===== config.mk =====
export PLATFORM = sky130hd
export DESIGN_NAME = gcls_ctrl
export DESIGN_NICKNAME = d
export VERILOG_FILES = /design/src/design/gcls_pkg.sv /design/src/design/gcls_ctrl.sv
export SDC_FILE = /design/constraint.sdc
export NUM_CORES = 1
export LEC_CHECK = 0
export ABC_AREA = 1
export BUFFER_PORTS_ARGS = -buffer_cell sky130_fd_sc_hd__clkbuf_2
export CORE_AREA = 4 4 41 43
export CTS_CLUSTER_DIAMETER = 120
export DETAILED_ROUTE_END_ITERATION = 16
export DIE_AREA = 0 0 45 47
export HOLD_SLACK_MARGIN = 0.03
export RECOVER_POWER = 50
export SLEW_MARGIN = 5
export SYNTH_ARGS = -nofsm -noshare
export SYNTH_HDL_FRONTEND = slang
export SYNTH_SLANG_ARGS = --single-unit
export TNS_END_PERCENT = 100

===== constraint.sdc =====
create_clock -name clk -period 1.45 [get_ports clk]
set_input_delay 0.145 -clock clk [delete_from_list [all_inputs] [get_ports clk]]
set_output_delay 0.145 -clock clk [all_outputs]
set_load 0.01 [all_outputs]

===== src/design/gcls_pkg.sv =====
// Package for the cycle-length spectrum block: shared widths, constants,
// the controller state type and the command and status bundles.
// No dependencies; every other design file imports it.
package gcls_pkg;

    // Field widths fixed by the interface.
    localparam int ROW_W     = 12;
    localparam int IDX_W     = 4;
    localparam int VCOUNT_W  = 4;
    localparam int SPEC_W    = 13;

    // Shortest cycle that is reported.
    localparam int MIN_CYCLE = 3;

    // Default vertex capacity and the reset value of the vertex count.
    localparam int MAX_VERTICES_DEF    = 12;
    localparam int VERTEX_COUNT_RESET  = 12;

    typedef enum logic [3:0] {
        ST_CLEAR,
        ST_IDLE,
        ST_INIT,
        ST_MASK_RD,
        ST_MASK_EVAL,
        ST_UPD_RD,
        ST_UPD_WR,
        ST_DONE
    } state_t;

    // Commands from the controller to the datapath.
    typedef struct packed {
        logic clr_step;
        logic store_row;
        logic pass_start;
        logic seed;
        logic mask_read;
        logic mask_eval;
        logic upd_read;
        logic upd_write;
        logic mask_next;
        logic s_next;
        logic out_load;
    } cmd_t;

    // Status from the datapath to the controller.
    typedef struct packed {
        logic clear_done;
        logic n_zero;
        logic mask_done;
        logic s_done;
        logic u_zero;
        logic pend_last;
        logic pend_zero;
    } status_t;

endpackage


===== src/design/gcls_ctrl.sv =====
// Controller of the cycle-length spectrum block: state machine that runs the
// table clear, row intake, per-start passes and result hand-off.
// Depends on gcls_pkg; drives gcls_dp through cmd_t.
module gcls_ctrl (
    input  logic              clk,
    input  logic              rst_n,
    input  logic              in_valid,
    output logic              in_stall,
    input  logic              last_row,
    output logic              out_valid,
    input  logic              out_stall,
    input  gcls_pkg::status_t status,
    output gcls_pkg::cmd_t    cmd,
    output gcls_pkg::state_t  state
);
    import gcls_pkg::*;

    state_t state_reg, state_next;
    logic   out_valid_reg, out_valid_next;
    logic   in_accept;

    assign in_accept = in_valid && !in_stall;

    always_ff @(posedge clk or negedge rst_n)
    begin
        if (!rst_n) begin
            state_reg     <= ST_CLEAR;
            out_valid_reg <= 1'b0;
        end else begin
            state_reg     <= state_next;
            out_valid_reg <= out_valid_next;
        end
    end

    always_comb
    begin
        state_next = state_reg;
        cmd        = '0;
        in_stall   = (state_reg != ST_IDLE);
        case (state_reg)
            ST_CLEAR:
            begin
                cmd.clr_step = 1'b1;
                if (status.clear_done)
                    state_next = ST_IDLE;
            end
            ST_IDLE:
            begin
                if (in_accept) begin
                    cmd.store_row = 1'b1;
                    if (last_row) begin
                        cmd.pass_start = 1'b1;
                        state_next = status.n_zero ? ST_DONE : ST_INIT;
                    end
                end
            end
            ST_INIT:
            begin
                cmd.seed   = 1'b1;
                state_next = ST_MASK_RD;
            end
            ST_MASK_RD:
            begin
                cmd.mask_read = 1'b1;
                state_next    = ST_MASK_EVAL;
            end
            ST_MASK_EVAL:
            begin
                cmd.mask_eval = 1'b1;
                if (!status.u_zero) begin
                    state_next = ST_UPD_RD;
                end else if (!status.mask_done) begin
                    cmd.mask_next = 1'b1;
                    state_next    = ST_MASK_RD;
                end else if (!status.s_done) begin
                    cmd.s_next = 1'b1;
                    state_next = ST_INIT;
                end else begin
                    state_next = ST_DONE;
                end
            end
            ST_UPD_RD:
            begin
                cmd.upd_read = 1'b1;
                state_next   = ST_UPD_WR;
            end
            ST_UPD_WR:
            begin
                cmd.upd_write = 1'b1;
                if (!status.pend_last) begin
                    state_next = ST_UPD_RD;
                end else if (!status.mask_done) begin
                    cmd.mask_next = 1'b1;
                    state_next    = ST_MASK_RD;
                end else if (!status.s_done) begin
                    cmd.s_next = 1'b1;
                    state_next = ST_INIT;
                end else begin
                    state_next = ST_DONE;
                end
            end
            ST_DONE:
            begin
                if (!out_valid_reg || !out_stall) begin
                    cmd.out_load = 1'b1;
                    state_next   = ST_IDLE;
                end
            end
            default:
            begin
                state_next = ST_IDLE;
            end
        endcase
        out_valid_next = cmd.out_load || (out_valid_reg && out_stall);
    end

    assign out_valid = out_valid_reg;
    assign state     = state_reg;

endmodule


Word-level counts from Yosys, hierarchy flattened
Index checks and enable logic that the tools add are counted.

Reduce and logical (&&, ||, !) cells: 9. Multiplexer cells: 27. Equal/unequal tests: 12.

Operators by type and width (number): 4-bit case mux with 8 select lines (1); 4-bit two-way mux (7); 4-bit by 3-bit == test with 1-bit output (second input constant) (4); 1-bit two-way mux (12); 4-bit by 2-bit == test with 1-bit output (second input constant) (2); 2-bit two-way mux (4); 2-bit inequality test (second input constant) (4); 3-bit two-way mux (2); 4-bit by 1-bit == test with 1-bit output (second input constant) (1); 4-bit zero test (1); 4-bit by 1-bit inequality test with 1-bit output (second input constant) (1); 2-bit case mux with 2 select lines (1); 4-bit AND reduction (1); 1-bit zero test (3); 1-bit logical AND (2); 1-bit logical OR (2).

Register bits after elaboration: 5.

Logic depth before layout (Yosys ltp)
Gate-level depths: netlist of run 1.

Word-level depth: 5. Gate-level depth with buffers: 8. Depth with buffers taken out: 8.

Worst setup path before layout of run 1
OpenSTA, ideal clock, no wires.

Path kind: register to output. Start: register state_reg[0], in the netlist state[0]. End: output cmd[2] in the netlist's numbering. Stages on the path, launching flop included: 7. Setup slack: 0.152 ns. Data arrival time: 1.153 ns. Cells stage by stage: dfrtp_1 -> clkbuf_8 -> inv_2 -> nand3_1 -> o21ai_2 -> inv_2 -> nor3_2.

RTL lines: start: declaration (RTL line gcls_ctrl.sv:18) `state_t state_reg, state_next;`; start signal: assignment (RTL line gcls_ctrl.sv:30) `state_reg <= state_next;`; end: declaration (RTL line gcls_ctrl.sv:13) `output gcls_pkg::cmd_t cmd,`.

==> results.md, run 1 <==
- Worst hold path class: in -> reg
- Fmax: 689 MHz
- Layout Nets: 125
- R2R setup slack: 0.17 ns
- GRT Total Usage: 0.121
- Final Non-Filler Cells: 126
- Pleak: around 0.42 nW
- Post-Syn Instances: 74
- RR Startpoint: state[0]
- Root Buffer: clkbuf_4
- Chip Width: 45 um
- DR pass1 iterations: 4
- Largest net degree at the start of global routing: 6
- Area grow syn2layout: 59.9%
- Syn_nets: 86
- Status: finished, violations left
- Hold EP: out_valid
- Crit. End Element: output pin
- Setup WS post-layout: -0.00111 ns
- I/O Buffers: 26
- Crit path arrival time: 1.31 ns
- Initial core utilization: 0.316
- Worst skew pair latency: 0.23 ns
- Met3 usage: 0.0115
- Initial antenna violation count: 0
- Final Util: 0.506
- GR peak layer: met2
- Leading cell type in the layout, fill and taps excluded: clkbuf_2
- # clock sinks: 4
- Routed Wire Length: 1.21 mm
- Power per cell area: 1830 mW/mm^2
- CTS Buf Count: 3
- Seq/Total Area, Yosys: 0.243
- Met1 GRT Util: 0.136
- Vias per Instance: 4.40
- Register-to-Register Path Depth: 6
- Max cap viols: 0
- Distinct cells, synth: 16
- Synthesis Warnings: 0
- # setup viols final: 1
- Failing checks: negative setup slack
- Die area: ~0.0021 mm^2
- Dpl cell area: 554 um^2
- Vias in the first global route: 484
- Final Slew Violations: 0
- DR WL/cell: 9.63 um
- Share of cells above drive strength 1: 0.441
- Die height: 47 um
- FF+latch count, synth: 4
- Most frequent cells in the layout: clkbuf_2, nand2_1, inv_1, nor2_1, buf_4
- Std-Cell Core Area: 0.00130 mm^2
- Clock-pin slew on the worst setup and hold paths: 0.04 ns
- Post-route cell area: 658 um^2
- Clock Skews: 0.00267 ns
- Max reg flops: 3
- Cells after DPL: 115
- RSZ-0062 raised after global routing: true
- DR DRC count: 0
- GRT Residual Overflow: 0
- WHS Path Cells: 3
- DR iter-0 viols: 11
- Crit Path Max Fanout: 5
- Hold Crit Start: out_stall
- TritonCTS clock tree: done
- Crit path kind: reg -> out
- Row cnt: 13
- VDD IR max: around 900 uV
- Mean post-synth cell area: 5.56 um^2
- Reg2Reg Capture Point: state[1]
- Clk buf depth: 2
- First-pass GRT wire length: 1.90 mm
- H-tree lvl count: 1
- Post-route clock period utilization: 1.00
- Met2 Use GR: 0.229
- Number of fillers in the final layout: 147
- Final hold vios: 0
- Total number of vias: 555
- Antenna cells: 0
- Startpoint types: flop
- Minimum clock period: 1.45 ns
- Global placer's final weighted congestion: 0.809
- ANT nets after route: 0
- WP data required: 1.31 ns
- Io pins: 29
- Hpwl dp: around 930 um
- Cell area after synthesis: 412 um^2
[stage by stage]
stage               hold slack (ns)  TNS (ns)  setup slack, ns  total power, mW
floorplan                    -0.151         0            0.152            0.694
global placement            -0.0478         0            0.153            0.924
detailed placement          -0.0466         0            0.128            0.925
CTS                           0.174         0          0.00895             1.21
global route                  0.214    -0.235          -0.0858             1.33
finish                        0.187  -0.00111         -0.00111             1.21
[logic make-up after synthesis]
group                  Yosys count  synth area share
buffers and inverters           16             0.179
DFF                              4             0.243
other                            1           0.00911
and+or+nand+nor                 46             0.474
AOI/OAI and AO/OA                7            0.0942
[layer usage]
metal | vias up | share of wire
li1 | 299 | -
met5 | - | 0
met2 | 15 | 0.53
met4 | 0 | 0
met3 | 0 | 0.067
met1 | 241 | 0.41
[cells in the mapped netlist, drive strengths merged]
master,count,share of area
conb,1,0.0091
dfrtp,4,0.24
clkbuf,1,0.033
nand2,23,0.21
o21ai,4,0.058
nand3b,1,0.018
inv,14,0.13
nor3,1,0.024
nand3,8,0.097
nor2,13,0.12
a21oi,3,0.036
buf,1,0.018
[how the worst max path moves through the flow]
stage / startpoint / end / slack (ns) / cells after the start
after floorplan: state[0] / cmd[2] / 0.15 / 6
after global placement: state[2] / cmd[2] / 0.15 / 7
after detailed placement: state[2] / cmd[2] / 0.13 / 7
after CTS: state[1] / cmd[2] / 0.009 / 6
after global routing: state[2] / cmd[2] / -0.09 / 7
final: state[2] / cmd[2] / -0.001 / 7
[power breakdown]
| part | switching [mW] | total, mW | internal, mW |
|---|---|---|---|
| clock | 0.0422 | 0.135 | 0.0924 |
| sequential | 0.0799 | 0.249 | 0.169 |
| combinational | 0.468 | 0.823 | 0.355 |
| total | 0.590 | 1.21 | 0.616 |
[critical path, stage by stage (launching register included)]
cell	delay [ns]
dfrtp_2	0.42
nand2_2	0.08
nor2_4	0.15
nand2_2	0.07
o21ai_2	0.07
inv_2	0.05
nor3_2	0.09
buf_2	0.14
[what timing repair did]
action                                  in CTS  in global routing
hold buffers                                 1                  0
hold endpoints to repair                     4                  0
setup buffers                                6                  1
gates resized for setup                      8                  4
endpoints found under the setup margin       5                  5
pin swaps                                    1                  2
[final cells by class]
class                           count  area [um^2]  area share
Multi-Input combinational cell     54          259       0.394
Timing Repair Buffer               36          201       0.306
Sequential cell                     4          104       0.158
Inverter                           14         52.6      0.0798
Clock buffer                        3         22.5      0.0342
Tap cell                           15         18.8      0.0285
(Power assumes the default switching activity.)
==> inputs of run 2 (changes only) <==
- CELL_PAD_IN_SITES_DETAIL_PLACEMENT: default -> 1
- CELL_PAD_IN_SITES_GLOBAL_PLACEMENT: default -> 1
- CORE_AREA: 4 4 41 43 -> default
- CORE_MARGIN: default -> 8
- CORE_UTILIZATION: default -> 23
- DIE_AREA: 0 0 45 47 -> default
- PLACE_DENSITY_LB_ADDON: default -> 0.1
- RECOVER_POWER: 50 -> default
==> run 2 against run 1 <==
Register-to-register slack got worse by 0.09 ns. Critical path type unchanged. Sequential cell count did not move. Critical endpoint unchanged. Hold slack got worse by 0.033 ns. Global-route usage fell by 2.3 points. The run still ends with negative setup slack left. Sequential share of layout area fell by 1.5 points. Sequential power barely moved. Final cell count rose by 13%. Critical path depth fell by 1. Largest cell class unchanged. Via count rose by 8.5%. Die area rose by 61%.
==> results.md, run 2 (synthesis gave the netlist of run 1 again) <==
- Failing checks: negative setup slack
- Final hold vios: 0
- Crit. End Element: output pin
- Clock Skews: between 0.003 and 0.004 ns
- H-tree lvl count: 1
- Minimum clock period: 1.46 ns
- Die height: a little under 60 um
- GR peak layer: met2
- Startpoint types: flop
- Crit Path Max Fanout: 5
- Pleak: around 0.46 nW
- Vias per Instance: 4.24
- Clk buf depth: 2
- Initial antenna violation count: 0
- Leading cell type in the layout, fill and taps excluded: clkbuf_2
- Register-to-Register Path Depth: 9
- GRT Total Usage: 0.0975
- Worst setup endpoint: cmd[2]
- GRT Residual Overflow: 0
- Met1 GRT Util: 0.110
- Hpwl dp: 1.21 mm
- Total power: 1.33 mW
- Die area: 0.00340 mm^2
- Final Util: 0.426
- Share of cells above drive strength 1: 0.513
- Antenna cells: 0
- Max cap viols: 0
- Routed Wire Length: 1.64 mm
- # setup viols final: 2
- Cells after DPL: about 130
- Most frequent cells in the layout: clkbuf_2, nand2_1, buf_4
- VDD IR max: 783 uV
- CP startpoint: state[1]
- Final Slew Violations: 0
- Global placer's final weighted congestion: 0.727
- ANT nets after route: 0
- Total number of vias: 602
- Vias in the first global route: 594
- Post-route clock period utilization: 1.01
- DR iter-0 viols: 2
- Chip Width: 58.3 um
- First-pass GRT wire length: 2.62 mm
- Largest net degree at the start of global routing: 8
- Power per cell area: roughly 1800 mW/mm^2
- Fin Hold WS: 0.154 ns
- Met3 usage: 0.0196
- DR DRC count: 0
- WP data required: about 1.3 ns
- Reg2Reg Capture Point: state[2]
- RR Startpoint: state[2]
- Max reg flops: 3
- DR WL/cell: 11.5 um
- # clock sinks: 4
- Layout Nets: around 130
- I/O Buffers: 26
- Clock-pin slew on the worst setup and hold paths: 0.04 ns
- CTS Buf Count: 3
- Initial core utilization: 0.241
- Status: finished, violations left
- Crit path arrival time: 1.31 ns
- Worst skew pair latency: between 0.2 and 0.25 ns
- Fmax: 686 MHz
- Row cnt: 15
- Crit path kind: reg -> out
- Worst hold path class: in -> reg
- TritonCTS clock tree: done
- DR pass1 iterations: 3
- Root Buffer: clkbuf_4
- R2R setup slack: 0.08 ns
- Std-Cell Core Area: 0.00171 mm^2
- Setup WS post-layout: -0.00725 ns
- Area grow syn2layout: 76.9%
- Final Non-Filler Cells: 142
- Met2 Use GR: 0.167
- Io pins: 29
- RSZ-0062 raised after global routing: true
- TNS Setup: -0.0130 ns
run 2: critical path, cell delays in order (launching register included):
cell and delay [ns]:
dfrtp_2 0.44, inv_2 0.08, nand3_2 0.09, o21ai_2 0.15, inv_2 0.06, nor3_2 0.10, buf_2 0.15
run 2: per-layer routing:
metal / up-vias / wire (um)
met2: 15 / 844
li1: 309 / -
met3: 3 / 70
met4: 0 / 32
met1: 275 / 687
met5: - / 0
run 2: worst min-delay path by stage:
stage | startpoint | slack (ns) | cells after the start | endpoint
6_report | out_stall | 0.15 | 3 | out_valid
5_1_grt | out_stall | 0.18 | 3 | out_valid
3_5_place_dp | rst_n | -0.04 | 1 | state[2]
4_1_cts | out_stall | 0.15 | 3 | out_valid
2_1_floorplan | rst_n | -0.15 | 0 | out_valid
3_3_place_gp | rst_n | -0.04 | 1 | state[2]
run 2: final cells by class:
class / instances / area (um^2)
Fill cell: 233 / 980
Multi-Input combinational cell: 54 / 259
Timing Repair Buffer: 42 / 259
Sequential cell: 4 / 104
Inverter: 14 / 52.6
Tap cell: 25 / 31.3
Clock buffer: 3 / 22.5
run 2: per-stage QoR:
stage | cell area, um^2 | setup slack (ns)
after CTS | 671 | -0.0170
after global routing | 728 | -0.0999
final | 728 | -0.00725
after floorplan | 412 | 0.152
after global placement | 574 | 0.121
after detailed placement | 574 | 0.106
run 2: timing repair:
item / CTS / global route
gates resized for setup: 6 / 9
hold endpoints to repair: 4 / 0
setup endpoints to repair: 6 / 4
pin swaps: 2 / 4
setup buffers: 7 / 5
hold buffers: 1 / 0
run 2: where the power goes:
part / switching [mW] / internal, mW
clock network: 0.0520 / 0.0930
registers: 0.0790 / 0.169
logic: 0.502 / 0.434
